`config.mk`:
```
export PLATFORM = sky130hd
export DESIGN_NAME = mdrf_front
export DESIGN_NICKNAME = d
export VERILOG_FILES = /design/src/mdrf_pkg.sv /design/src/mdrf_front.sv
export SDC_FILE = /design/constraint.sdc
export NUM_CORES = 1
export LEC_CHECK = 0
export BUFFER_PORTS_ARGS = -buffer_cell sky130_fd_sc_hd__clkbuf_2
export CAP_MARGIN = 20
export CORE_ASPECT_RATIO = 1.5
export CORE_MARGIN = 1
export CORE_UTILIZATION = 26
export DETAILED_ROUTE_END_ITERATION = 12
export PLACE_DENSITY = 0.82
export SLEW_MARGIN = 20
export SYNTH_ARGS = -nofsm -noshare
export SYNTH_HDL_FRONTEND = slang
export SYNTH_SLANG_ARGS = --single-unit
```
`constraint.sdc`:
```
create_clock -name vclk -period 1.11
set_input_delay 0.1665 -clock vclk [all_inputs]
set_output_delay 0.1665 -clock vclk [all_outputs]
set_load 0.02 [all_outputs]
```
`src/mdrf_pkg.sv`:
```
`timescale 1ns / 1ps
// ----------------------------------------------------------------------------
// mdrf_pkg: shared types and constants for the min-fusion top-K block
// Holds the action codes, the command beat passed from the front to the back,
// the command beat passed from the back to the sorting row, and the sentinel.
// ----------------------------------------------------------------------------
package mdrf_pkg;

    // Width of the item id field and of a distance (unsigned Q20.12).
    localparam int unsigned ID_W   = 10;
    localparam int unsigned DIST_W = 32;

    // Width of a result count; K never exceeds 64.
    localparam int unsigned CNT_W = 7;

    // Depth of the command queue between the front and the back.
    localparam int unsigned QDEPTH = 4;
    localparam int unsigned QA_W   = 2;

    // Distance of an item that has not been written since start: 1000000.0.
    localparam logic [DIST_W-1:0] SENTINEL_DIST = 32'hF424_0000;

    // Action carried by every input beat.
    typedef enum logic [1:0] {
        ACT_START  = 2'd0,
        ACT_LIST_A = 2'd1,
        ACT_LIST_B = 2'd2,
        ACT_FINISH = 2'd3
    } t_action;

    // Command beat kept in the queue.
    typedef struct packed {
        t_action           op;
        logic [ID_W-1:0]   id;
        logic [DIST_W-1:0] distance;
    } t_cmd;

    // Control beat from the table sequencer to the sorting row.
    typedef struct packed {
        logic              clear;
        logic              ins;
        logic              go;
        logic [CNT_W-1:0]  n;
        logic [ID_W-1:0]   id;
        logic [DIST_W-1:0] distance;
    } t_sort_cmd;

endpackage

```
`src/mdrf_front.sv`:
```
`timescale 1ns / 1ps
// ----------------------------------------------------------------------------
// mdrf_front: input classifier
// Accepts input beats, drops list entries whose id lies outside the current
// item count, and pushes everything else into the command queue.
// ----------------------------------------------------------------------------
module mdrf_front
    import mdrf_pkg::*;
#(
    parameter int unsigned CW = 11
) (
    input  logic              i_valid,
    output logic              o_ready,
    input  t_action           i_action,
    input  logic [ID_W-1:0]   i_id,
    input  logic [DIST_W-1:0] i_dist,
    input  logic [CW-1:0]     i_eff_cnt,
    input  logic              i_full,
    output logic              o_push,
    output t_cmd              o_cmd
);

    logic [31:0] w_id_ext;
    logic [31:0] w_cnt_ext;
    logic        w_keep;

    assign w_id_ext  = 32'(i_id);
    assign w_cnt_ext = 32'(i_eff_cnt);

    // Start and finish always pass; list entries pass only when in range.
    always_comb begin
        unique case (i_action)
            ACT_START:  w_keep = 1'b1;
            ACT_LIST_A: w_keep = (w_id_ext < w_cnt_ext);
            ACT_LIST_B: w_keep = (w_id_ext < w_cnt_ext);
            ACT_FINISH: w_keep = 1'b1;
            default:    w_keep = 1'b0;
        endcase
    end

    // A beat is taken whenever the queue has room; dropped beats just vanish.
    assign o_ready        = !i_full;
    assign o_push         = i_valid && !i_full && w_keep;
    assign o_cmd.op       = i_action;
    assign o_cmd.id       = i_id;
    assign o_cmd.distance = i_dist;

endmodule

```
== After elaboration in Yosys (flattened, before gate mapping) ==
Cells that the tools add are included.

* Bits in registers: 0

* Multiplexer cells: 1
* Reduce and logical (&&, ||, !) cells: 6
* $lt $le $gt $ge: 1
* Equality and inequality tests: 3

{| class="wikitable"
|+ Operators by type and width
! cell !! number
|-
| $lt 10x11->1 || 1
|-
| $eq 2x2->1 const B || 2
|-
| $reduce_or 2->1 || 2
|-
| $eq 2x1->1 const B || 1
|-
| $logic_and 1x1->1 || 2
|-
| $logic_not 2->1 || 1
|-
| $pmux 1 s2 || 1
|-
| $logic_not 1->1 || 1
|}

== Longest topological paths before layout ==
Gate-level depths: netlist of run 1.

* Word-level depth: 4
* Depth in mapped cells: 6

== Worst setup path after synthesis of run 1 ==
No wires, ideal clock.

* Kind: input port to output port
* From: input i_eff_cnt[9]
* To: output o_push
* Data arrival time: 1125 ps
* Required time: 943 ps
* Path slack: -182 ps
* Cell stages on the path: 5
* Path through: inv_1 ha_1 and4b_1 a211oi_2 a2bb2oi_2

* Longest elaborated chain between the ends: 3

{| class="wikitable"
|+ RTL lines
! item !! line !! RTL
|-
| from (decl) || mdrf_front.sv:17 || <nowiki>input logic [CW-1:0] i_eff_cnt,</nowiki>
|-
| $lt 10x11->1 || mdrf_front.sv:34, mdrf_front.sv:35 ||
|-
| $pmux 1 s2 || mdrf_front.sv:32 || <nowiki>unique case (i_action)</nowiki>
|-
| $logic_and 1x1->1 || mdrf_front.sv:43 || <nowiki>assign o_push = i_valid && !i_full && w_keep;</nowiki>
|-
| to (decl) || mdrf_front.sv:19 || <nowiki>output logic o_push,</nowiki>
|}

No other way between the ends.

== Final worst setup path of run 1 ==
* From: input i_eff_cnt[8]
* To: output o_push

Same word-level chain as after synthesis.

==> impl_metrics.env, run 1 <==
export IMPL_worstSetupPathType="input port to output port"
export IMPL_synth_cell_types=15
export IMPL_detailroute_via_count=455
export IMPL_nets=147
export IMPL_failed_checks="negative setup slack"
export IMPL_initial_core_util=0.273
export IMPL_final_min_clock_period_ps=1450
export IMPL_worstHoldStart="i_dist[11]"
export IMPL_placed_instances=102
export IMPL_worst_setup_path_start_kind="input port"
export IMPL_worst_hold_path_num_cells=0
export IMPL_drtPass1Iterations=1
export IMPL_leakagePower_uw=0.000370
export IMPL_cts_hold_fix_bufs=0
export IMPL_critPathRequiredTime_ps=940
export IMPL_report_final_hold_viol_count=0
export IMPL_post_route_cell_area_um2=664
export IMPL_power_density_nw_per_um2=406
export IMPL_cellInternalPower_uw=138
export IMPL_synth_top_cells_by_area="sky130_fd_sc_hd__buf_4 (55%), sky130_fd_sc_hd__ha_1 (19%), sky130_fd_sc_hd__inv_1 (6.2%)"
export IMPL_grt_pass1_wl_um=1390
export IMPL_synthToLayoutAreaGrowth_pct=10.4
export IMPL_setup_viol=1
export IMPL_hold_class="input port to output port"
export IMPL_dpl_wire_length_um=1010
export IMPL_grt_antenna_before_repair=0
export IMPL_post_drt_wl_per_cell_um=11.9
export IMPL_die_w_um=41.3
export IMPL_status="complete, but fails checks"
export IMPL_worst_pin_slew_ps=203
export IMPL_grt_remaining_overflow=0
export IMPL_dieArea_um2=2510
export IMPL_achievable_frequency_mhz=692
export IMPL_final_instance_count_excl_fill=102
export IMPL_wl_um=1210
export IMPL_synth_largest_area_cell="sky130_fd_sc_hd__buf_4"
export IMPL_post_synth_cell_area_avg_um2=7.43
export IMPL_drive_gt1_frac=0.722
export IMPL_sequential_area_um2=0
export IMPL_finalMaxSlewViolations=0
export IMPL_boundaryPins=103
export IMPL_fp_row_count=21
export IMPL_switching_share=0.487
export IMPL_path_delay_family="compound AO/OA/AOI/OAI gates"
export IMPL_globalplace_congestion=0.644
export IMPL_post_synth_inst_count=81
export IMPL_yosys_warnings=0
export IMPL_clkbuf_count=0
export IMPL_antenna_diode_count=0
export IMPL_p_comb_frac=1.000
export IMPL_wp_data_arrival_ps=1280
export IMPL_via_per_inst=4.46
export IMPL_syn_cell_area_um2=602
export IMPL_critical_path_peak_fanout=2
export IMPL_min_delay_worst_endpoint="o_cmd[11]"
export IMPL_max_vdd_ir_drop_uv=105
export IMPL_finalWorstSetupSlack_ps=-336
export IMPL_die_h_um=60.9
export IMPL_switchingPower_uw=131
export IMPL_buffers_added_on_ports=39
export IMPL_synth_most_common_cell="sky130_fd_sc_hd__buf_4"
export IMPL_most_frequent_cells_after_synthesis="sky130_fd_sc_hd__buf_4 (44), sky130_fd_sc_hd__inv_1 (10), sky130_fd_sc_hd__ha_1 (9)"
export IMPL_critical_path_n_buffers_inverters=3
export IMPL_endpoint_kind_of_the_worst_setup_timing_path="output port"
export IMPL_synth_net_count=147
export IMPL_core_area_um2=2210
export IMPL_drcViolationCount=0
export IMPL_antenna_violating_nets_post_route=0
export IMPL_post_cts_setup_buffers=0
export IMPL_dp_slack_ps=-461
export IMPL_dpl_cell_area_um2=568
export IMPL_post_synth_top_area_fraction=0.549
export IMPL_layout_filler_cells=246
export IMPL_fin_util=0.301
export IMPL_global_route_usage_total=0.0804
export IMPL_drt_initial_drc_count=0
export IMPL_crit_chain="buf_6 -> inv_4 -> ha_4 -> and4b_1 -> a211oi_2 -> a2bb2oi_2 -> clkbuf_8"
export IMPL_sequentialPowerShare=0
export IMPL_grt_setup_unrepaired="yes"
export IMPL_post_route_period_util=1.30
export IMPL_seq_cell_count=0
export IMPL_clock_power_share=0
export IMPL_slowest_library_cell_on_the_worst_path="sky130_fd_sc_hd__and4b_1"
export IMPL_largest_net_degree_at_the_start_of_global_routing=4
export IMPL_first_global_vias=361
export IMPL_cap_viol_max_count=0
export IMPL_slew_limit_headroom=0.865
export IMPL_synth_seq_area_share=0
export IMPL_critical_path_max_stage_delay_ps=230
## logic make-up (layout without fill, tap and decap cells)
logic type / count (synthesis) / in the layout / share of synthesized area
compound gates: 9 / 9 / 0.114
fa+ha+maj: 9 / 9 / 0.187
simple gates: 8 / 8 / 0.0728
buf+inv: 54 / 52 / 0.611
xor+xnor: 1 / 1 / 0.0146
## per-stage QoR
stage	power, µW	hold WS (ps)	setup TNS [ps]
2_1_floorplan	318	410	-148
3_3_place_gp	220	333	-426
3_5_place_dp	225	333	-461
4_1_cts	249	333	-339
5_1_grt	301	333	-375
6_report	270	333	-336
## cell usage in the layout, fill, tap and decap left out
cell type                   count
sky130_fd_sc_hd__a211oi_2       1
sky130_fd_sc_hd__a21o_1         2
sky130_fd_sc_hd__a21oi_1        1
sky130_fd_sc_hd__a21oi_2        1
sky130_fd_sc_hd__a21oi_4        1
sky130_fd_sc_hd__a2bb2oi_2      1
sky130_fd_sc_hd__a31oi_1        1
sky130_fd_sc_hd__and4b_1        1
sky130_fd_sc_hd__buf_4          3
sky130_fd_sc_hd__buf_6          2
sky130_fd_sc_hd__buf_8          1
sky130_fd_sc_hd__clkbuf_2      33
sky130_fd_sc_hd__clkbuf_8       3
sky130_fd_sc_hd__ha_1           4
sky130_fd_sc_hd__ha_4           5
sky130_fd_sc_hd__inv_1          5
sky130_fd_sc_hd__inv_12         1
sky130_fd_sc_hd__inv_2          2
sky130_fd_sc_hd__inv_4          2
sky130_fd_sc_hd__nand2_1        1
sky130_fd_sc_hd__nand2b_1       2
sky130_fd_sc_hd__nand3_1        2
sky130_fd_sc_hd__nor2_1         1
sky130_fd_sc_hd__nor2_2         1
sky130_fd_sc_hd__o21ai_1        1
sky130_fd_sc_hd__xor2_1         1
## routing by layer
metal / global-route usage / up-vias / part of all wire / routed length [µm]
met5: 0 / - / 0 / 0
met3: 0.00733 / 14 / 0.14 / 175
met1: 0.0465 / 187 / 0.23 / 281
li1: - / 214 / - / -
met2: 0.172 / 40 / 0.55 / 667
met4: 0.0691 / 0 / 0.073 / 89
## repair_timing
| action | CTS | global route |
|---|---|---|
| pin swaps | 5 | 9 |
| gates resized for setup | 9 | 10 |
| endpoints found under the setup margin | 1 | 1 |
| gates cloned | 0 | 0 |
## how the worst max path moves through the flow
stage                            start     end  slack, ps  cells after the start
after floorplan           i_eff_cnt[7]  o_push       -150                      5
after global placement    i_eff_cnt[7]  o_push       -430                      7
after detailed placement  i_eff_cnt[7]  o_push       -460                      7
after CTS                      i_id[8]  o_push       -340                      6
after global routing      i_eff_cnt[8]  o_push       -370                      7
final                     i_eff_cnt[8]  o_push       -340                      7
## power by group through the flow
stage          logic [µW]  clock network (µW)  registers, µW
2_1_floorplan         318                   0              0
3_3_place_gp          220                   0              0
3_5_place_dp          225                   0              0
4_1_cts               249                   0              0
5_1_grt               301                   0              0
6_report              270                   0              0
## layout make-up
cell class,instances,area [µm²],area share
well taps,23,28.8,0.0433
multi-input cells,27,314,0.473
inverters,10,55.1,0.0829
repair buffers,42,267,0.401
Note: power is estimated with default switching activity, not from simulation.
==> run 2: changes to the inputs <==
--- a/config.mk
+++ b/config.mk
@@ -7,11 +7,10 @@
 export LEC_CHECK = 0
 export BUFFER_PORTS_ARGS = -buffer_cell sky130_fd_sc_hd__clkbuf_2
 export CAP_MARGIN = 20
-export CORE_ASPECT_RATIO = 1.5
 export CORE_MARGIN = 1
-export CORE_UTILIZATION = 26
+export CORE_UTILIZATION = 31
 export DETAILED_ROUTE_END_ITERATION = 12
-export PLACE_DENSITY = 0.82
+export PLACE_DENSITY = 0.94
 export SLEW_MARGIN = 20
 export SYNTH_ARGS = -nofsm -noshare
 export SYNTH_HDL_FRONTEND = slang
==> constraint.sdc (replaced) <==
create_clock -name vclk -period 1.7
set_input_delay 0.255 -clock vclk [all_inputs]
set_output_delay 0.255 -clock vclk [all_outputs]
set_load 0.02 [all_outputs]
==> run 2 against run 1 <==
  * Critical path depth down 1
  * Highest routed layer unchanged
  * Critical path type unchanged
  * The flow now finishes without violations
  * Power down 51%
  * Die area down 16%
  * Global-route usage down 0.41 points
  * Count of clock-buffer cells in the layout unchanged
  * Final area down 22%
  * Final cell count down 0.98%
==> impl_metrics.env, run 2 (same netlist as run 1, synthesis figures left out) <==
export IMPL_status="complete, no violations"
export IMPL_dieArea_um2=2120
export IMPL_post_route_period_util=0.952
export IMPL_power_total_uw=132
export IMPL_report_final_hold_viol_count=0
export IMPL_most_common_library_cell_in_the_layout_ignoring_fill_and_taps="sky130_fd_sc_hd__clkbuf_2"
export IMPL_clkbuf_count=0
export IMPL_sequential_area_um2=0
export IMPL_crit_chain="clkbuf_2 -> ha_1 -> and4b_1 -> a211oi_2 -> a2bb2oi_2 -> buf_4"
export IMPL_seq_cell_count=0
export IMPL_finalMaxSlewViolations=0
export IMPL_buffers_added_on_ports=39
export IMPL_setup_viol=0
export IMPL_largest_net_degree_at_the_start_of_global_routing=4
export IMPL_wp_data_arrival_ps=1360
export IMPL_via_per_inst=4.11
export IMPL_first_global_vias=342
export IMPL_nets=144
export IMPL_critical_path_n_buffers_inverters=2
export IMPL_boundaryPins=103
export IMPL_finalWorstSetupSlack_ps=81.4
export IMPL_hold_class="input port to output port"
export IMPL_grt_setup_unrepaired="no"
export IMPL_drt_initial_drc_count=0
export IMPL_cap_viol_max_count=0
export IMPL_setup_worst_path_start="i_id[8]"
export IMPL_detailroute_via_count=415
export IMPL_die_h_um=46.1
export IMPL_grt_antenna_before_repair=0
export IMPL_antenna_violating_nets_post_route=0
export IMPL_grt_pass1_wl_um=1230
export IMPL_drcViolationCount=0
export IMPL_die_w_um=46.1
export IMPL_most_common_layout_cells="sky130_fd_sc_hd__clkbuf_2 (38), sky130_fd_sc_hd__inv_1 (10), sky130_fd_sc_hd__ha_1 (8)"
export IMPL_synthToLayoutAreaGrowth_pct=-14.1
export IMPL_achievable_frequency_mhz=618
export IMPL_worst_setup_path_start_kind="input port"
export IMPL_cts_hold_fix_bufs=0
export IMPL_fp_row_count=15
export IMPL_critical_path_max_stage_delay_ps=300
export IMPL_wl_um=954
export IMPL_dpl_wire_length_um=903
export IMPL_worst_hold_path_num_cells=0
export IMPL_drtPass1Iterations=1
export IMPL_grt_remaining_overflow=0
export IMPL_antenna_diode_count=0
export IMPL_critical_path_peak_fanout=2
export IMPL_drive_gt1_frac=0.566
export IMPL_core_area_um2=1760
export IMPL_fin_util=0.293
export IMPL_post_drt_wl_per_cell_um=9.45
export IMPL_worst_pin_slew_ps=199
export IMPL_path_delay_family="compound AO/OA/AOI/OAI gates"
export IMPL_worst_setup_path_endpoint="o_push"
export IMPL_worstSetupPathType="input port to output port"
export IMPL_critPathRequiredTime_ps=1440
export IMPL_initial_core_util=0.341
export IMPL_max_vdd_ir_drop_uv=79.6
export IMPL_dp_slack_ps=11.5
export IMPL_setup_tns_ps=0
export IMPL_slew_limit_headroom=0.867
export IMPL_global_route_usage_total=0.0763
export IMPL_slowest_library_cell_on_the_worst_path="sky130_fd_sc_hd__ha_1"
export IMPL_power_density_nw_per_um2=256
export IMPL_leakagePower_uw=0.000341
export IMPL_globalplace_congestion=0.638
export IMPL_final_min_clock_period_ps=1620
export IMPL_critical_path_depth=6
export IMPL_endpoint_kind_of_the_worst_setup_timing_path="output port"
-- run 2: cell count changes in the layout (fill, tap and decap cells not counted), sizes merged --
| cell | change |
|---|---|
| clkbuf | +2 |
| buf | -5 |
-- run 2: final cells by class --
| class | instances | area (µm²) |
|---|---|---|
| timing repair buffer | 39 | 198 |
| inverter | 10 | 37.5 |
| fill | 209 | 1250 |
| multi-input combinational | 27 | 250 |
| tap | 25 | 31.3 |
-- run 2: worst min-delay path by stage --
stage | from | endpoint | slack, ps
6_report | i_dist[17] | o_cmd[17] | 510
5_1_grt | i_dist[28] | o_cmd[28] | 510
4_1_cts | i_dist[11] | o_cmd[11] | 510
3_5_place_dp | i_dist[11] | o_cmd[11] | 510
3_3_place_gp | i_dist[11] | o_cmd[11] | 510
2_1_floorplan | i_full | o_ready | 590
-- run 2: through the flow --
stage | cell area, µm² | instances | hold slack [ps]
after floorplan | 602 | 81 | 587
after global placement | 498 | 101 | 510
after detailed placement | 498 | 101 | 510
after CTS | 498 | 101 | 510
after global routing | 517 | 101 | 510
final | 517 | 101 | 510
-- run 2: report_power, final --
| group | switching, µW | leakage [µW] | internal (µW) |
|---|---|---|---|
| sequential | 0 | 0 | 0 |
| clock | 0 | 0 | 0 |
| combinational | 69.6 | 0.000341 | 62.9 |
-- run 2: layer usage --
metal	up-vias	GRT usage	wire length, µm	part of all wire
met2	34	0.169	490	0.51
met5	-	0	0	0
met4	0	0.0353	31	0.032
met1	169	0.0605	286	0.30
met3	6	0.0118	147	0.15
li1	206	-	-	-
-- run 2: timing repair --
item	in CTS	in global routing
setup buffers	0	0
setup endpoints to repair	0	1
gates resized for setup	0	5
==> run 3: changes to the inputs <==
--- a/config.mk
+++ b/config.mk
@@ -7,10 +7,12 @@
 export LEC_CHECK = 0
 export BUFFER_PORTS_ARGS = -buffer_cell sky130_fd_sc_hd__clkbuf_2
 export CAP_MARGIN = 20
+export CORE_ASPECT_RATIO = 1.5
 export CORE_MARGIN = 1
-export CORE_UTILIZATION = 31
+export CORE_UTILIZATION = 29
 export DETAILED_ROUTE_END_ITERATION = 12
-export PLACE_DENSITY = 0.94
+export PLACE_DENSITY = 0.89
+export RECOVER_POWER = 50
 export SLEW_MARGIN = 20
 export SYNTH_ARGS = -nofsm -noshare
 export SYNTH_HDL_FRONTEND = slang
==> constraint.sdc (replaced) <==
create_clock -name vclk -period 1.75
set_input_delay 0.2625 -clock vclk [all_inputs]
set_output_delay 0.2625 -clock vclk [all_outputs]
set_load 0.02 [all_outputs]
==> run 3 against run 2 <==
  * Final area is 4.6% lower
  * Critical path depth is 1 higher
  * Non-clock buffer count stayed put
  * Via count is 11% higher
  * Core utilization is 3.4 points lower
  * Largest cell class unchanged
  * Setup slack better by 9.2 ps
==> impl_metrics.env, run 3 (same netlist as run 1, synthesis figures left out) <==
export IMPL_finalMaxSlewViolations=0
export IMPL_wl_met1_um=221
export IMPL_fp_row_count=19
export IMPL_hold_class="input port to output port"
export IMPL_drcViolationCount=0
export IMPL_dr_wl_met3_um=189
export IMPL_die_h_um=57.8
export IMPL_antenna_diode_count=0
export IMPL_dpl_wire_length_um=938
export IMPL_critical_path_peak_fanout=3
export IMPL_final_instance_count_excl_fill=97
export IMPL_globalplace_congestion=0.658
export IMPL_placed_instances=97
export IMPL_dieArea_um2=2270
export IMPL_most_common_library_cell_in_the_layout_ignoring_fill_and_taps="sky130_fd_sc_hd__clkbuf_2"
export IMPL_grt_remaining_overflow=0
export IMPL_wl_um=961
export IMPL_post_cts_setup_buffers=0
export IMPL_detailroute_via_count=461
export IMPL_worstSetupPathType="input port to output port"
export IMPL_post_drt_wl_per_cell_um=9.91
export IMPL_largest_net_degree_at_the_start_of_global_routing=4
export IMPL_status="complete, no violations"
export IMPL_power_density_nw_per_um2=247
export IMPL_setup_viol=0
export IMPL_slew_limit_headroom=0.874
export IMPL_report_final_hold_viol_count=0
export IMPL_max_vdd_ir_drop_uv=62.4
export IMPL_cts_hold_fix_bufs=0
export IMPL_final_min_clock_period_ps=1660
export IMPL_critPathRequiredTime_ps=1490
export IMPL_wp_data_arrival_ps=1400
export IMPL_post_route_period_util=0.948
export IMPL_grt_setup_unrepaired="no"
export IMPL_drt_initial_drc_count=0
export IMPL_nets=144
export IMPL_initial_core_util=0.316
export IMPL_antenna_violating_nets_post_route=0
export IMPL_drtPass1Iterations=1
export IMPL_first_global_vias=416
export IMPL_worst_setup_path_start_kind="input port"
export IMPL_endpoint_kind_of_the_worst_setup_timing_path="output port"
export IMPL_via_per_inst=4.75
export IMPL_core_area_um2=1900
export IMPL_global_route_usage_total=0.0841
export IMPL_die_w_um=39.2
export IMPL_layout_filler_cells=217
export IMPL_cap_viol_max_count=0
export IMPL_detailroute_wirelength_met2_um=467
export IMPL_maxUsedRoutingLayer="met4"
export IMPL_setup_tns_ps=0
export IMPL_seq_cell_count=0
export IMPL_achievable_frequency_mhz=603
export IMPL_drive_gt1_frac=0.539
export IMPL_clkbuf_count=0
export IMPL_most_common_layout_cells="sky130_fd_sc_hd__clkbuf_2 (38), sky130_fd_sc_hd__inv_1 (10), sky130_fd_sc_hd__ha_1 (9)"
export IMPL_worst_pin_slew_ps=187
export IMPL_boundaryPins=103
export IMPL_grt_pass1_wl_um=1450
export IMPL_buffers_added_on_ports=39
export IMPL_synthToLayoutAreaGrowth_pct=-18.1
export IMPL_sequential_area_um2=0
export IMPL_leakagePower_uw=0.000340
export IMPL_grt_antenna_before_repair=0
==> run 3: cell counts in the layout (fill, tap and decap cells not counted) <==
No cell type changed its count.
==> run 3: area by class of cell <==
class	count	area (µm²)	area share
timing repair buffer	39	195	0.396
tap	21	26.3	0.0533
multi-input combinational	27	234	0.475
inverter	10	37.5	0.0761
==> run 3: final timing paths <==
path,endpoint,startpoint,depth (start not counted),slack [ps]
setup / recovery,o_push,i_id[9],7,90
hold / removal,o_cmd[23],i_dist[23],0,530
==> run 3: per-stage QoR <==
step                      power, µW  instance area [µm²]  utilization  hold WS, ps  setup WS (ps)
final                           122                  493        0.259          525           90.6
after floorplan                 195                  602            -          602            266
after global placement          121                  493        0.259          525           63.1
after global routing            140                  493        0.259          525          0.153
after CTS                       124                  493        0.259          525           48.6
after detailed placement        124                  493        0.259          525           49.1
==> run 3: repair_timing <==
action	4_1_cts	5_1_grt
gates resized for setup	0	2
hold endpoints to repair	0	0
endpoints found under the setup margin	0	1
==> run 3: power by group <==
group | internal (µW) | switching (µW) | total, µW
logic | 56.6 | 65.2 | 122
clock network | 0 | 0 | 0
registers | 0 | 0 | 0
==> run 3: worst max-delay path, cell delays in order <==
cell,delay [ps]
sky130_fd_sc_hd__clkbuf_2,90
sky130_fd_sc_hd__ha_1,310
sky130_fd_sc_hd__a21oi_1,150
sky130_fd_sc_hd__a21oi_1,100
sky130_fd_sc_hd__a211oi_2,180
sky130_fd_sc_hd__a2bb2oi_2,140
sky130_fd_sc_hd__buf_2,170
==> run 3: layer usage <==
layer | track usage | vias to the layer above
met4 | 0.0591 | 0
li1 | - | 206
met1 | 0.0472 | 189
met2 | 0.174 | 48
met5 | 0 | -
met3 | 0.0307 | 18
