## config.mk

```make
export PLATFORM = sky130hd
export DESIGN_NAME = mdrf_queue
export DESIGN_NICKNAME = d
export VERILOG_FILES = /design/src/mdrf_pkg.sv /design/src/mdrf_queue.sv
export SDC_FILE = /design/constraint.sdc
export NUM_CORES = 1
export LEC_CHECK = 0
export BUFFER_PORTS_ARGS = -buffer_cell sky130_fd_sc_hd__buf_2
export CAP_MARGIN = 5
export CORE_MARGIN = 2
export CORE_UTILIZATION = 61
export DETAILED_ROUTE_END_ITERATION = 6
export PLACE_DENSITY = 0.86
export RECOVER_POWER = 25
export SLEW_MARGIN = 20
export SYNTH_ARGS = -nofsm -noshare
export SYNTH_HDL_FRONTEND = slang
export SYNTH_SLANG_ARGS = --single-unit
```

## constraint.sdc

```tcl
create_clock -name i_clk -period 5.2 [get_ports i_clk]
set_clock_uncertainty 0.2 [all_clocks]
set_input_delay 0.52 -clock i_clk [delete_from_list [all_inputs] [get_ports i_clk]]
set_output_delay 0.52 -clock i_clk [all_outputs]
set_load 0.05 [all_outputs]
```

## src/mdrf_pkg.sv

```systemverilog
`timescale 1ns / 1ps
// ----------------------------------------------------------------------------
// mdrf_pkg: shared types and constants for the min-fusion top-K block
// Holds the action codes, the command beat passed from the front to the back,
// the command beat passed from the back to the sorting row, and the sentinel.
// ----------------------------------------------------------------------------
package mdrf_pkg;

    // Width of the item id field and of a distance (unsigned Q20.12).
    localparam int unsigned ID_W   = 10;
    localparam int unsigned DIST_W = 32;

    // Width of a result count; K never exceeds 64.
    localparam int unsigned CNT_W = 7;

    // Depth of the command queue between the front and the back.
    localparam int unsigned QDEPTH = 4;
    localparam int unsigned QA_W   = 2;

    // Distance of an item that has not been written since start: 1000000.0.
    localparam logic [DIST_W-1:0] SENTINEL_DIST = 32'hF424_0000;

    // Action carried by every input beat.
    typedef enum logic [1:0] {
        ACT_START  = 2'd0,
        ACT_LIST_A = 2'd1,
        ACT_LIST_B = 2'd2,
        ACT_FINISH = 2'd3
    } t_action;

    // Command beat kept in the queue.
    typedef struct packed {
        t_action           op;
        logic [ID_W-1:0]   id;
        logic [DIST_W-1:0] distance;
    } t_cmd;

    // Control beat from the table sequencer to the sorting row.
    typedef struct packed {
        logic              clear;
        logic              ins;
        logic              go;
        logic [CNT_W-1:0]  n;
        logic [ID_W-1:0]   id;
        logic [DIST_W-1:0] distance;
    } t_sort_cmd;

endpackage

```

## src/mdrf_queue.sv

```systemverilog
`timescale 1ns / 1ps
// ----------------------------------------------------------------------------
// mdrf_queue: command queue
// A short first-in first-out buffer that lets the front keep taking beats
// while the back is busy with a table update or a finish.
// ----------------------------------------------------------------------------
module mdrf_queue
    import mdrf_pkg::*;
(
    input  logic i_clk,
    input  logic i_rst_n,
    input  logic i_push,
    input  t_cmd i_cmd,
    output logic o_full,
    input  logic i_pop,
    output logic o_empty,
    output t_cmd o_head
);

    t_cmd            r_mem [QDEPTH];
    logic [QA_W-1:0] r_wptr;
    logic [QA_W-1:0] r_rptr;
    logic [QA_W:0]   r_count;

    assign o_full  = (r_count == (QA_W+1)'(QDEPTH));
    assign o_empty = (r_count == '0);
    assign o_head  = r_mem[r_rptr];

    // Storage, written at the tail.
    always_ff @(posedge i_clk) begin
        if (i_push) begin
            r_mem[r_wptr] <= i_cmd;
        end
    end

    // Pointers and fill level.
    always_ff @(posedge i_clk) begin
        if (!i_rst_n) begin
            r_wptr  <= '0;
            r_rptr  <= '0;
            r_count <= '0;
        end else begin
            if (i_push) begin
                r_wptr <= r_wptr + 1'b1;
            end
            if (i_pop) begin
                r_rptr <= r_rptr + 1'b1;
            end
            if (i_push && !i_pop) begin
                r_count <= r_count + 1'b1;
            end else if (i_pop && !i_push) begin
                r_count <= r_count - 1'b1;
            end
        end
    end

endmodule

```

* After elaboration in Yosys (flattened, before gate mapping) *
Memories as Yosys holds them, arrays and structs flattened. A register that Yosys moved wholly into a read port is not among the register bits.
Cells that the tools add are included.

word-level totals
  memories = 1
  register bits after elaboration = 7
  input port bits = 48
  RAM bits = 176
  word-level logic and storage cells = 21
  output and inout port bits = 46

memories
  memory  words  bits a word  rd ports  clocked after memory_dff  wr ports  RTL line          text
  r_mem   4      44           1         1                         1         mdrf_queue.sv:20  t_cmd r_mem [QDEPTH];

operators by class
  add/subtract/negate cells = 4
  reduce and logical (&&, ||, !) cells = 6
  equal/unequal tests = 1
  multiplexer cells = 6

operators by type and width
  operator                                                             count
  3-bit 2-to-1 mux                                                     2
  2-bit by 1-bit adder with 2-bit output (second input constant)       2
  2-bit 2-to-1 mux                                                     2
  3-bit by 1-bit adder with 3-bit output (second input constant)       1
  3-bit equality test (second input constant)                          1
  3-bit logical NOT                                                    1
  3-bit by 1-bit subtractor with 3-bit output (second input constant)  1
  1-bit logical AND                                                    2
  1-bit logical NOT                                                    2
  1-bit 2-to-1 mux                                                     2
  2-bit nonzero test                                                   1

* Depth between registers and ports, before layout *
Gate-level depths: netlist of run 1.

  depth in word-level cells = 4
  mapped depth = 7
  depth with buffers taken out = 7

* Least setup slack after synthesis of run 1 *
OpenSTA, ideal clock, no wires.

  kind = reg-to-output
  from = reg r_count[1]
  to = out o_full
  path slack = 2.978 ns
  stages on the path, launching flop included = 2
  arrival = 1.502 ns
  path buffers = 0
  cells stage by stage = dfxtp_1 nor3b_1

between the ends
  longest elaborated chain between the ends = 1

RTL lines
  what                    RTL line          text
  from (decl)             mdrf_queue.sv:23  logic [QA_W:0] r_count;
  from (signal assigned)  mdrf_queue.sv:50  r_count <= r_count + 1'b1;
  from (signal assigned)  mdrf_queue.sv:52  r_count <= r_count - 1'b1;
  3-bit equality test     mdrf_queue.sv:25  assign o_full = (r_count == (QA_W+1)'(QDEPTH));
  to (decl)               mdrf_queue.sv:14  output logic o_full,

Every way passes these cells.

==> summary.md, run 1 <==
| Metric | Value |
|---|---|
| Initial antenna violation count | `1` |
| Num CTS Buffers | `17` |
| Met1 Usage GRT | `27.0%` |
| Crit path buffers/inverters | `1` |
| RePlAce Congestion | `0.696` |
| Max Cap Viol | `0` |
| Worst hold stages | `1` |
| Cell taking the most area after synthesis | `edfxtp_1` |
| Distinct cells, synth | `22` |
| Sink Count | `185` |
| Via/cell ratio | `5.74` |
| DIE HEIGHT | `110 um` |
| Flop2flop setup slack | `3070 ps` |
| Wire per inst | `21.1 um` |
| DR iter-0 viols | `241` |
| Mux share of post-synthesis cell area | `15.0%` |
| Post-CTS Setup Inserts | `0` |
| WS Path Type | `flip-flop to output pin` |
| Die ar. | `12100 um2` |
| Critical-path cell list | `mux4_1, buf_2` |
| Final Cell Area | `8370 um2` |
| Io pins | `94` |
| Critical Path Sink Type | `output pin` |
| Final core occ | `76.9%` |
| Worst skew pair latency | `530 ps` |
| Share of layout cells above drive strength 1 | `34.4%` |
| Final setup violation count | `0` |
| Cell area after synthesis | `6850 um2` |
| Grt ovf | `0` |
| Slowest-stage cell, CP | `dfxtp_4` |
| FMAX | `0.323 GHz` |
| Asr flop ratio synth | `0%` |
| Synth top area cells | `edfxtp_1 77%, mux4_2 13%, dfxtp_1 2.6%` |
| Area share of the largest cell type after synthesis | `77.1%` |
| Via Count | `3270` |
| WHS | `101 ps` |
| Synth Area in XOR/XNOR | `0.639%` |
| CTS resizes | `0` |
| Largest net degree at the start of global routing | `45` |
| PwrDens | `423 nW/um2` |
| CP Data Arrival Time | `2380 ps` |
| Lkg Pwr | `2.84 nW` |
| Layout net count | `471` |
| Top Usage Layer GRT | `met2` |
| DRC Markers | `0` |
| Simple-Gate Fraction of Synth Area | `1.33%` |
| Placement Cell Area | `7420 um2` |
| Final Cycle Share | `59.6%` |
| Hold Buf Count CTS | `35` |
| Maximum VDD drop | `0.251 mV` |
| Met3 Usage GRT | `5.88%` |
| Placed insts | `500` |
| Synth-to-layout area growth | `22.2%` |
| HPWL after DPL | `6710 um` |
| Outcome | `complete, no violations` |
| CP Max Fanout | `44` |
| Root Buffer | `clkbuf_8` |
| Worst hold path type | `input port to flip-flop` |
| CTS H-Tree Depth | `4` |
| Vias in the first global route | `3497` |
| Final std cells w/o fill | `570` |
| Worst relative slew slack | `41.2%` |
| RR Endpoint | `r_mem[0][14]` |
| Die W | `110 um` |
| Yosys reg bits | `185` |
| R2r startpoint | `r_wptr[0]` |
| IO buf count | `93` |
| Final hold vios | `0` |
| Worst-Margin Slew | `882 ps` |
| Initial Utilization | `62.9%` |
| RSZ-0062 raised after global routing | `false` |
| Hold Startpoint | `i_cmd[25]` |
| Largest delay share family, worst path | `flip-flops` |
| Main combinational cell family by area after synthesis | `multiplexers` |
| Syn nets | `327` |
| Max-slew violations | `0` |
| Startpoint types | `flip-flop` |
| Worst path max stage delay | `940 ps` |
| FF-to-FF path depth | `4` |
| Sum Neg Setup Slack | `0 ps` |
| Main synth FF type | `edfxtp_1` |
| First-pass GRT wire length | `18400 um` |
| Synth Area in Adders | `1.21%` |
| Ys Warns | `0` |
| CTS max path bufs | `2` |
| TritonCTS clock tree | `yes` |
| Hold endpoint | `r_mem[3][25]` |
| Gr usage total | `21.8%` |
| Minimum clock period | `3100 ps` |
| Ant diodes | `0` |
| Syn avg cell area | `25.1 um2` |
| Routed wire length | `12000 um` |
| Met2 global-route usage | `37.0%` |
| Post-Syn Instances | `273` |
| 1st-pass router iterations | `4` |
| CORE AREA | `10900 um2` |
| ANT nets after route | `0` |
| Seq/Total Area, Yosys | `79.8%` |
| CP required | `4480 ps` |
| Row cnt | `38` |
| Post-synth EDFFs | `176` |
| CTS clk-pin slew, worst paths | `70 ps` |
| Compound-Gate Fraction of Synth Area | `0.183%` |
[cell usage in the layout (no fill, tap or decap), drive strengths merged]
master	instances
dfxtp	9
clkinv	2
bufinv	3
inv	10
edfxtp	176
nor3	1
nor2b	2
nor3b	1
mux4	44
or3	1
dlygate4sd3	38
ha	5
a21boi	1
o21ai	1
xnor2	2
clkinvlp	3
and2	9
nand2	1
fa	1
xor2	3
mux2i	2
clkbuf	44
buf	71
[metal layers]
metal / part of all wire, % / wire (um) / vias up
met5: 0.091 / 11 / -
met4: 1.7 / 208 / 2
met3: 5.0 / 607 / 21
met2: 53 / 6350 / 114
met1: 40 / 4870 / 1694
li1: - / - / 1439
[kinds of logic (layout without fill, tap and decap cells)]
kind of cell	count (synthesis)	in the layout
DFF	185	185
muxes	46	46
and+or+nand+nor	15	15
buffers and inverters	14	171
adders and majority gates	6	6
xor gates and xnor gates	5	5
AOI/OAI and AO/OA	2	2
[stage by stage]
stage	total power, mW	worst slack [ps]
2_1_floorplan	2.14	2980
3_3_place_gp	2.24	2610
3_5_place_dp	2.25	2560
4_1_cts	3.56	1990
5_1_grt	3.65	1890
6_report	3.54	2100
[power breakdown]
group	switching [mW]	internal, mW
sequential	0.0532	1.71
clock	0.556	0.747
combinational	0.313	0.160
total	0.923	2.62
[worst max path at each step]
stage                          start          to  slack (ps)  depth (start not counted)
after floorplan           r_count[1]      o_full        2980                          1
after global placement     flip-flop  o_head[40]        2610                          2
after detailed placement   flip-flop  o_head[40]        2560                          2
after CTS                  flip-flop  o_head[40]        1990                          2
after global routing       flip-flop  o_head[40]        1890                          2
final                      flip-flop  o_head[40]        2100                          2
[sequential cells by signal (all words and copies together), names as in the netlist, named ones only]
signal	cells
r_mem	176
r_count	3
r_rptr	2
r_wptr	2
[Yosys cell counts, types with 2 or more instances]
| cell | instances |
|---|---|
| dfxtp_1 | 9 |
| and2_1 | 9 |
| edfxtp_1 | 176 |
| ha_1 | 5 |
| xor2_1 | 3 |
| mux2i_1 | 2 |
| nor2b_1 | 2 |
| inv_1 | 4 |
| xnor2_1 | 2 |
| mux4_2 | 40 |
| buf_2 | 4 |
| buf_12 | 4 |
| mux4_1 | 4 |
[final cells by class]
type / instances / area, um2
flip-flops and latches: 185 / 5470
fillers: 591 / 2520
multi-input cells: 74 / 1260
repair buffers: 135 / 843
clock buffers: 18 / 418
clock inverters: 14 / 186
well taps: 140 / 175
inverters: 4 / 15.0
Power figures use the tool's default switching activity.
==> run 2: changes to the inputs <==
--- a/config.mk
+++ b/config.mk
@@ -8,9 +8,9 @@
 export BUFFER_PORTS_ARGS = -buffer_cell sky130_fd_sc_hd__buf_2
 export CAP_MARGIN = 5
 export CORE_MARGIN = 2
-export CORE_UTILIZATION = 61
+export CORE_UTILIZATION = 57
 export DETAILED_ROUTE_END_ITERATION = 6
-export PLACE_DENSITY = 0.86
+export PLACE_DENSITY = 0.81
 export RECOVER_POWER = 25
 export SLEW_MARGIN = 20
 export SYNTH_ARGS = -nofsm -noshare
==> constraint.sdc (replaced) <==
create_clock -name i_clk -period 3.05 [get_ports i_clk]
set_clock_uncertainty 0.2 [all_clocks]
set_input_delay 0.305 -clock i_clk [delete_from_list [all_inputs] [get_ports i_clk]]
set_output_delay 0.305 -clock i_clk [all_outputs]
set_load 0.05 [all_outputs]
==> run 2 against run 1 <==
Effect of this change: critical path depth up 1; hold slack worse by 28 ps; clock-buffer cell count up 4; final area up 0.88%; register-to-register slack worse by 1900 ps; die area up 6.8%; combinational power up 83%; global-route usage down 2.3 points; core utilization down 5.7 points; final cell count up 3.3%; first-iteration DRC count down 1.7%; critical endpoint is now o_head[30].
==> summary.md, run 2 (synthesized netlist as in run 1, its figures left out) <==
| Metric | Value |
|---|---|
| Outcome | `complete, no violations` |
| Registers with the most flip-flops | `r_mem x176, r_count x3` |
| First-pass GRT wire length | `18200 um (-1.3%)` |
| Vias in the first global route | `3410 (-2.5%)` |
| FMAX | `0.388 GHz` |
| DR iter-0 viols | `237 (-1.7%)` |
| Max Cap Viol | `0 (unchanged)` |
| Layout net count | `483 (+2.5%)` |
| Largest net degree at the start of global routing | `42 (-6.7%)` |
| Routed wire length | `11700 um (-2.5%)` |
| Largest delay share family, worst path | `multiplexers` |
| Initial antenna violation count | `0 (-1)` |
| Via/cell ratio | `5.50 (-4.1%)` |
| Sum Neg Setup Slack | `0 ps (unchanged)` |
| Row cnt | `40 (+5.3%)` |
| Initial Utilization | `57.8% (-5.2 points)` |
| Root Buffer | `clkbuf_16` |
| Final Cycle Share | `84.6%` |
| Via Count | `3239 (-0.95%)` |
| ANT nets after route | `0 (unchanged)` |
| TritonCTS clock tree | `yes` |
| Worst-Margin Slew | `624 ps (-258 ps)` |
| RSZ-0062 raised after global routing | `false` |
| Worst relative slew slack | `58.4% (+17 points)` |
| Critical Path Sink Type | `output pin` |
| Lkg Pwr | `2.86 nW (+0.76%)` |
| 1st-pass router iterations | `4 (unchanged)` |
| IO buf count | `93 (unchanged)` |
| RePlAce Congestion | `0.704 (+1.2%)` |
| Worst path max stage delay | `590 ps (-350 ps)` |
| Ant diodes | `0 (unchanged)` |
| Critical-path cell list | `buf_12, mux4_1, buf_2` |
| Post-CTS Setup Inserts | `0 (unchanged)` |
| Sink Count | `185 (unchanged)` |
| CTS max path bufs | `2 (unchanged)` |
| CTS H-Tree Depth | `4 (unchanged)` |
| Final setup violation count | `0 (unchanged)` |
| Crit path buffers/inverters | `2 (+1)` |
| Most frequent cells in the layout | `176 x edfxtp_1, 65 x buf_2, 45 x dlygate4sd3_1` |
| WS Path Type | `flip-flop to output pin` |
| Slowest-stage cell, CP | `mux4_1` |
| HPWL after DPL | `6900 um (+2.7%)` |
| Pre-CTS WS | `880 ps (-1680 ps)` |
| Setup ws final | `470 ps (-1630 ps)` |
| Total power draw | `5.77 mW (+63%)` |
| Met1 Usage GRT | `23.9% (-3.2 points)` |
| Commonest non-fill, non-tap cell in the layout | `edfxtp_1` |
| DIE HEIGHT | `114 um (+3.3%)` |
| Final hold vios | `0 (unchanged)` |
| Die W | `114 um (+3.3%)` |
| CTS clk-pin slew, worst paths | `60 ps (about the same)` |
| Num CTS Buffers | `17 (unchanged)` |
| Number of flip-flops in the largest register | `176 (unchanged)` |
| Worst hold path type | `input port to flip-flop` |
| PwrDens | `684 nW/um2 (+62%)` |
| Worst skew pair latency | `420 ps (-110 ps)` |
| Met3 Usage GRT | `5.31% (-0.57 points)` |
| Maximum VDD drop | `0.354 mV (+41%)` |
| Met2 global-route usage | `33.0% (-4.0 points)` |
| Minimum clock period | `2580 ps` |
| Top Usage Layer GRT | `met2` |
| DRC Markers | `0 (unchanged)` |
| Startpoint types | `flip-flop` |
| CORE AREA | `11900 um2 (+8.9%)` |
| Share of layout cells above drive strength 1 | `33.5% (-0.93 points)` |
| Biggest register | `r_mem` |
| Io pins | `94 (unchanged)` |
| CP Data Arrival Time | `2070 ps (-310 ps)` |
| CP Max Fanout | `26 (-41%)` |
| Max-slew violations | `0 (unchanged)` |
| Wire per inst | `19.9 um (-5.6%)` |
| Synth-to-layout area growth | `23.2%` |
| CP required | `2540 ps (-1940 ps)` |
| Gr usage total | `19.5% (-2.3 points)` |
| Fill count | `721 (+22%)` |
| Die ar. | `12900 um2 (+6.8%)` |
| Grt ovf | `0 (unchanged)` |
==> run 2: cell types whose count changed in the layout (fill, tap and decap cells not counted), sizes merged <==
cell	previous run	this run
buf	71	74
bufinv	3	0
clkbuf	44	50
clkinv	2	5
clkinvlp	3	4
dlygate4sd3	38	45
inv	10	5
==> run 2: layer usage <==
metal  up-vias  share of wire (%)
met5         -                  0
met4         0                1.8
met3        15                4.6
met2        91                 52
met1      1673                 41
li1       1460                  -
==> run 2: final cells by class <==
| class | count | area, um2 | area share, % |
|---|---|---|---|
| sequential | 185 | 5470 | 64.8 |
| multi-input combinational | 74 | 1260 | 14.9 |
| timing repair buffer | 147 | 986 | 11.7 |
| clock buffer | 22 | 454 | 5.38 |
| tap | 147 | 184 | 2.18 |
| clock inverter | 10 | 75.1 | 0.889 |
| inverter | 4 | 15.0 | 0.178 |
==> run 2: worst paths after layout <==
path,slack [ps],cells after the start,to,startpoint
max reg2reg,1150,4,r_mem[2][12],r_wptr[0]
max,470,3,o_head[30],flip-flop
min reg2reg,320,2,r_count[2],r_count[2]
min,70,3,r_rptr[0],i_pop
==> run 2: stage by stage <==
stage               area, um2  utilization, %  hold slack (ps)  cells
finish                   8450            71.2             73.0    589
global route             8450            71.2             89.8    589
CTS                      8480            71.5             54.3    589
detailed placement       7500            63.2              310    512
global placement         7500            63.2              284    512
floorplan                6850               -              204    273
==> run 2: timing repair <==
| item | CTS | global route |
|---|---|---|
| hold buffers | 45 | 0 |
| resized for setup | 0 | 0 |
| hold endpoints to repair | 184 | 0 |
==> run 2: where the power goes <==
part | total, mW | internal (mW) | switching (mW) | leakage (nW)
clock | 1.94 | 1.07 | 0.871 | 0.247
combinational | 0.867 | 0.294 | 0.573 | 0.922
sequential | 2.97 | 2.91 | 0.0564 | 1.69
total | 5.77 | 4.27 | 1.50 | 2.86
==> run 2: worst reg2reg max path, stage by stage (launching register included) <==
cell and delay, ps:
dfxtp_1 350, inv_1 90, ha_1 130, and2_2 460, buf_4 350
==> run 3: changes to the inputs <==
--- a/config.mk
+++ b/config.mk
@@ -5,6 +5,7 @@
 export SDC_FILE = /design/constraint.sdc
 export NUM_CORES = 1
 export LEC_CHECK = 0
+export ABC_AREA = 1
 export BUFFER_PORTS_ARGS = -buffer_cell sky130_fd_sc_hd__buf_2
 export CAP_MARGIN = 5
 export CORE_MARGIN = 2
==> constraint.sdc (replaced) <==
create_clock -name i_clk -period 2.62 [get_ports i_clk]
set_clock_uncertainty 0.2 [all_clocks]
set_input_delay 0.262 -clock i_clk [delete_from_list [all_inputs] [get_ports i_clk]]
set_output_delay 0.262 -clock i_clk [all_outputs]
set_load 0.05 [all_outputs]
==> run 3 against run 2 <==
Effect of this change: first-iteration DRC count increased by 66%; via count increased by 38%; wire length increased by 24%; total power increased by 22%; hold slack improved by 200 ps; register-to-register slack got worse by 400 ps; non-clock buffer count increased by 8; largest cell class unchanged.
==> summary.md, run 3 <==
| Metric | Value |
|---|---|
| Synth top area cells | `edfxtp_1 75%, o21ai_0 6.2%, nor2_1 4.4%` |
| HPWL after DPL | `8350 um (+21%)` |
| Compound-Gate Fraction of Synth Area | `11.7% (+12 points)` |
| FMAX | `0.401 GHz` |
| Setup ws final | `128 ps (-343 ps)` |
| Synth-to-layout area growth | `24.4%` |
| Placement Cell Area | `7710 um2 (+2.8%)` |
| Gr usage total | `23.2% (+3.7 points)` |
| Largest net degree at the start of global routing | `45 (+7.1%)` |
| Area share of the largest cell type after synthesis | `75.0% (-2.2 points)` |
| Sink Count | `185 (unchanged)` |
| Die ar. | `13300 um2 (+2.8%)` |
| Worst hold path type | `flip-flop to flip-flop` |
| Synth Area in Adders | `1.17% (-0.034 points)` |
| Worst-Margin Slew | `599 ps (-24.3 ps)` |
| Num CTS Buffers | `17 (unchanged)` |
| CP Max Fanout | `38 (+46%)` |
| Logic gate share of total power | `13.9% (-1.1 points)` |
| Sum Neg Setup Slack | `0 ps (unchanged)` |
| FF-to-FF path depth | `4 (unchanged)` |
| Cell taking the most area after synthesis | `edfxtp_1` |
| Main combinational cell family by area after synthesis | `compound AO/OA/AOI/OAI gates` |
| IO buf count | `93 (unchanged)` |
| Share of layout cells above drive strength 1 | `20.5% (-13 points)` |
| Distinct cells, synth | `23 (+4.5%)` |
| Ys Warns | `0 (unchanged)` |
| RSZ-0062 raised after global routing | `false` |
| Number of flip-flops in the largest register | `176 (unchanged)` |
| 1st-pass router iterations | `4 (unchanged)` |
| Clock power share | `37.7% (+4.2 points)` |
| Max Cap Viol | `0 (unchanged)` |
| Root Buffer | `clkbuf_16` |
| Pre-CTS WS | `515 ps (-366 ps)` |
| Synth cell count leaders | `176 x edfxtp_1, 87 x o21ai_0, 83 x nor2_1` |
| Cell area after synthesis | `7050 um2 (+2.9%)` |
| Die W | `115 um (+1.4%)` |
| Final core occ | `72.7% (+1.5 points)` |
| CP Data Arrival Time | `2030 ps (-40 ps)` |
| Registers with the most flip-flops | `r_mem x176, r_count x3` |
| RePlAce Congestion | `0.723 (+2.7%)` |
| Worst hold stages | `1 (-2)` |
| CORE AREA | `12100 um2 (+1.7%)` |
| Row cnt | `40 (unchanged)` |
| Post-CTS Setup Inserts | `0 (unchanged)` |
| ANT nets after route | `0 (unchanged)` |
| Syn avg cell area | `14.6 um2 (-42%)` |
| Maximum VDD drop | `0.612 mV (+73%)` |
| Final setup violation count | `0 (unchanged)` |
| Syn nets | `537 (+64%)` |
| CTS clk-pin slew, worst paths | `60 ps (about the same)` |
| Io pins | `94 (unchanged)` |
| Seq/Total Area, Yosys | `77.5% (-2.2 points)` |
| Worst relative slew slack | `60.0% (+1.6 points)` |
| Mux share of post-synthesis cell area | `0% (-15 points)` |
| Vias in the first global route | `4632 (+36%)` |
| Final Cell Area | `8770 um2 (+3.9%)` |
| Main synth FF type | `edfxtp_1` |
| Final Cycle Share | `95.1%` |
| First-pass GRT wire length | `22500 um (+24%)` |
| WS Path Type | `flip-flop to output pin` |
| P_sw | `1.76 mW (+17%)` |
| Lkg Pwr | `3.11 nW (+8.8%)` |
| Most frequent cells in the layout | `176 x edfxtp_1, 87 x o21ai_0, 83 x nor2_1` |
| Minimum clock period | `2490 ps` |
| Layout net count | `684 (+42%)` |
| Part of the power in registers | `48.4% (-3.0 points)` |
| Initial antenna violation count | `0 (unchanged)` |
| Outcome | `complete, no violations` |
| Top-count cell post-synth | `edfxtp_1` |
| CTS max path bufs | `2 (unchanged)` |
| Commonest non-fill, non-tap cell in the layout | `edfxtp_1` |
| Via Count | `4473 (+38%)` |
| Initial Utilization | `58.5% (+0.68 points)` |
| Post-Syn Instances | `483 (+77%)` |
| Pint | `5.30 mW (+24%)` |
| PwrDens | `804 nW/um2 (+18%)` |
| Routed wire length | `14600 um (+24%)` |
| Yosys reg bits | `185 (unchanged)` |
| Worst skew pair latency | `420 ps (about the same)` |
| Grt ovf | `0 (unchanged)` |
| Wire per inst | `18.0 um (-9.9%)` |
| Simple-Gate Fraction of Synth Area | `6.09% (+4.8 points)` |
| Ant diodes | `0 (unchanged)` |
| CTS H-Tree Depth | `4 (unchanged)` |
| Via/cell ratio | `5.52 (+0.30%)` |
| Max-slew violations | `0 (unchanged)` |
| DRC Markers | `0 (unchanged)` |
| DIE HEIGHT | `115 um (+1.4%)` |
| Final hold vios | `0 (unchanged)` |
| Synth Area in XOR/XNOR | `0% (-0.64 points)` |
| Switching share of power | `24.9% (-1.1 points)` |
| Biggest register | `r_mem` |
| Post-synth EDFFs | `176 (unchanged)` |
| CP required | `2160 ps (-380 ps)` |
| Asr flop ratio synth | `0% (unchanged)` |
| Critical Path Sink Type | `output pin` |
| Startpoint types | `flip-flop` |
| DR iter-0 viols | `393 (+66%)` |
| TritonCTS clock tree | `yes` |
-- run 3: final timing paths --
path	from	to	slack, ps
worst max-delay path	flip-flop	o_head[34]	130
worst min-delay path	r_rptr[1]	r_rptr[1]	270
worst max register to register	r_wptr[0]	r_mem[3][5]	750
worst min register to register	r_rptr[1]	r_rptr[1]	270
-- run 3: cell type report --
class,count,area [um2]
Clock buffer,19,433
Multi-Input combinational cell,254,1340
Inverter,17,68.8
Sequential cell,185,5470
Clock inverter,13,181
Tap cell,168,210
Fill cell,785,3290
Timing Repair Buffer,155,1070
-- run 3: logic make-up after synthesis --
family                     count (synthesis)
AOI/OAI and AO/OA                        142
adders and majority gates                  6
buffers and inverters                     44
DFF                                      185
and+or+nand+nor                          106
-- run 3: timing repair --
item | in CTS | in global routing
resized for setup | 0 | 2
hold buffers | 47 | 0
hold endpoints to repair | 185 | 0
setup endpoints to repair | 0 | 16
-- run 3: critical path: stages, from the launching register on --
cell     delay (ps)
dfxtp_2         540
buf_6           320
o21ai_0         150
o22ai_1         260
buf_2           310
-- run 3: layer usage --
layer  wire length [um]  track usage [%]  up-vias
met1               5780             27.6     2183
li1                   -                -     2095
met4                189             9.96        0
met2               7620             39.7      175
met5                  0                0        -
met3                988             6.59       20
-- run 3: through the flow --
| stage | hold slack, ps | power (mW) | instances |
|---|---|---|---|
| 5_1_grt | 321 | 7.28 | 811 |
| 3_3_place_gp | 242 | 4.37 | 732 |
| 4_1_cts | 276 | 7.09 | 811 |
| 6_report | 271 | 7.06 | 811 |
| 2_1_floorplan | 161 | 4.13 | 483 |
| 3_5_place_dp | 254 | 4.40 | 732 |
-- run 3: power by group through the flow --
stage	logic (mW)	clock network (mW)	registers, mW
final	0.980	2.66	3.42
after global routing	1.05	2.81	3.42
after CTS	0.986	2.69	3.41
after detailed placement	0.927	0	3.48
after global placement	0.899	0	3.47
after floorplan	0.667	0	3.47
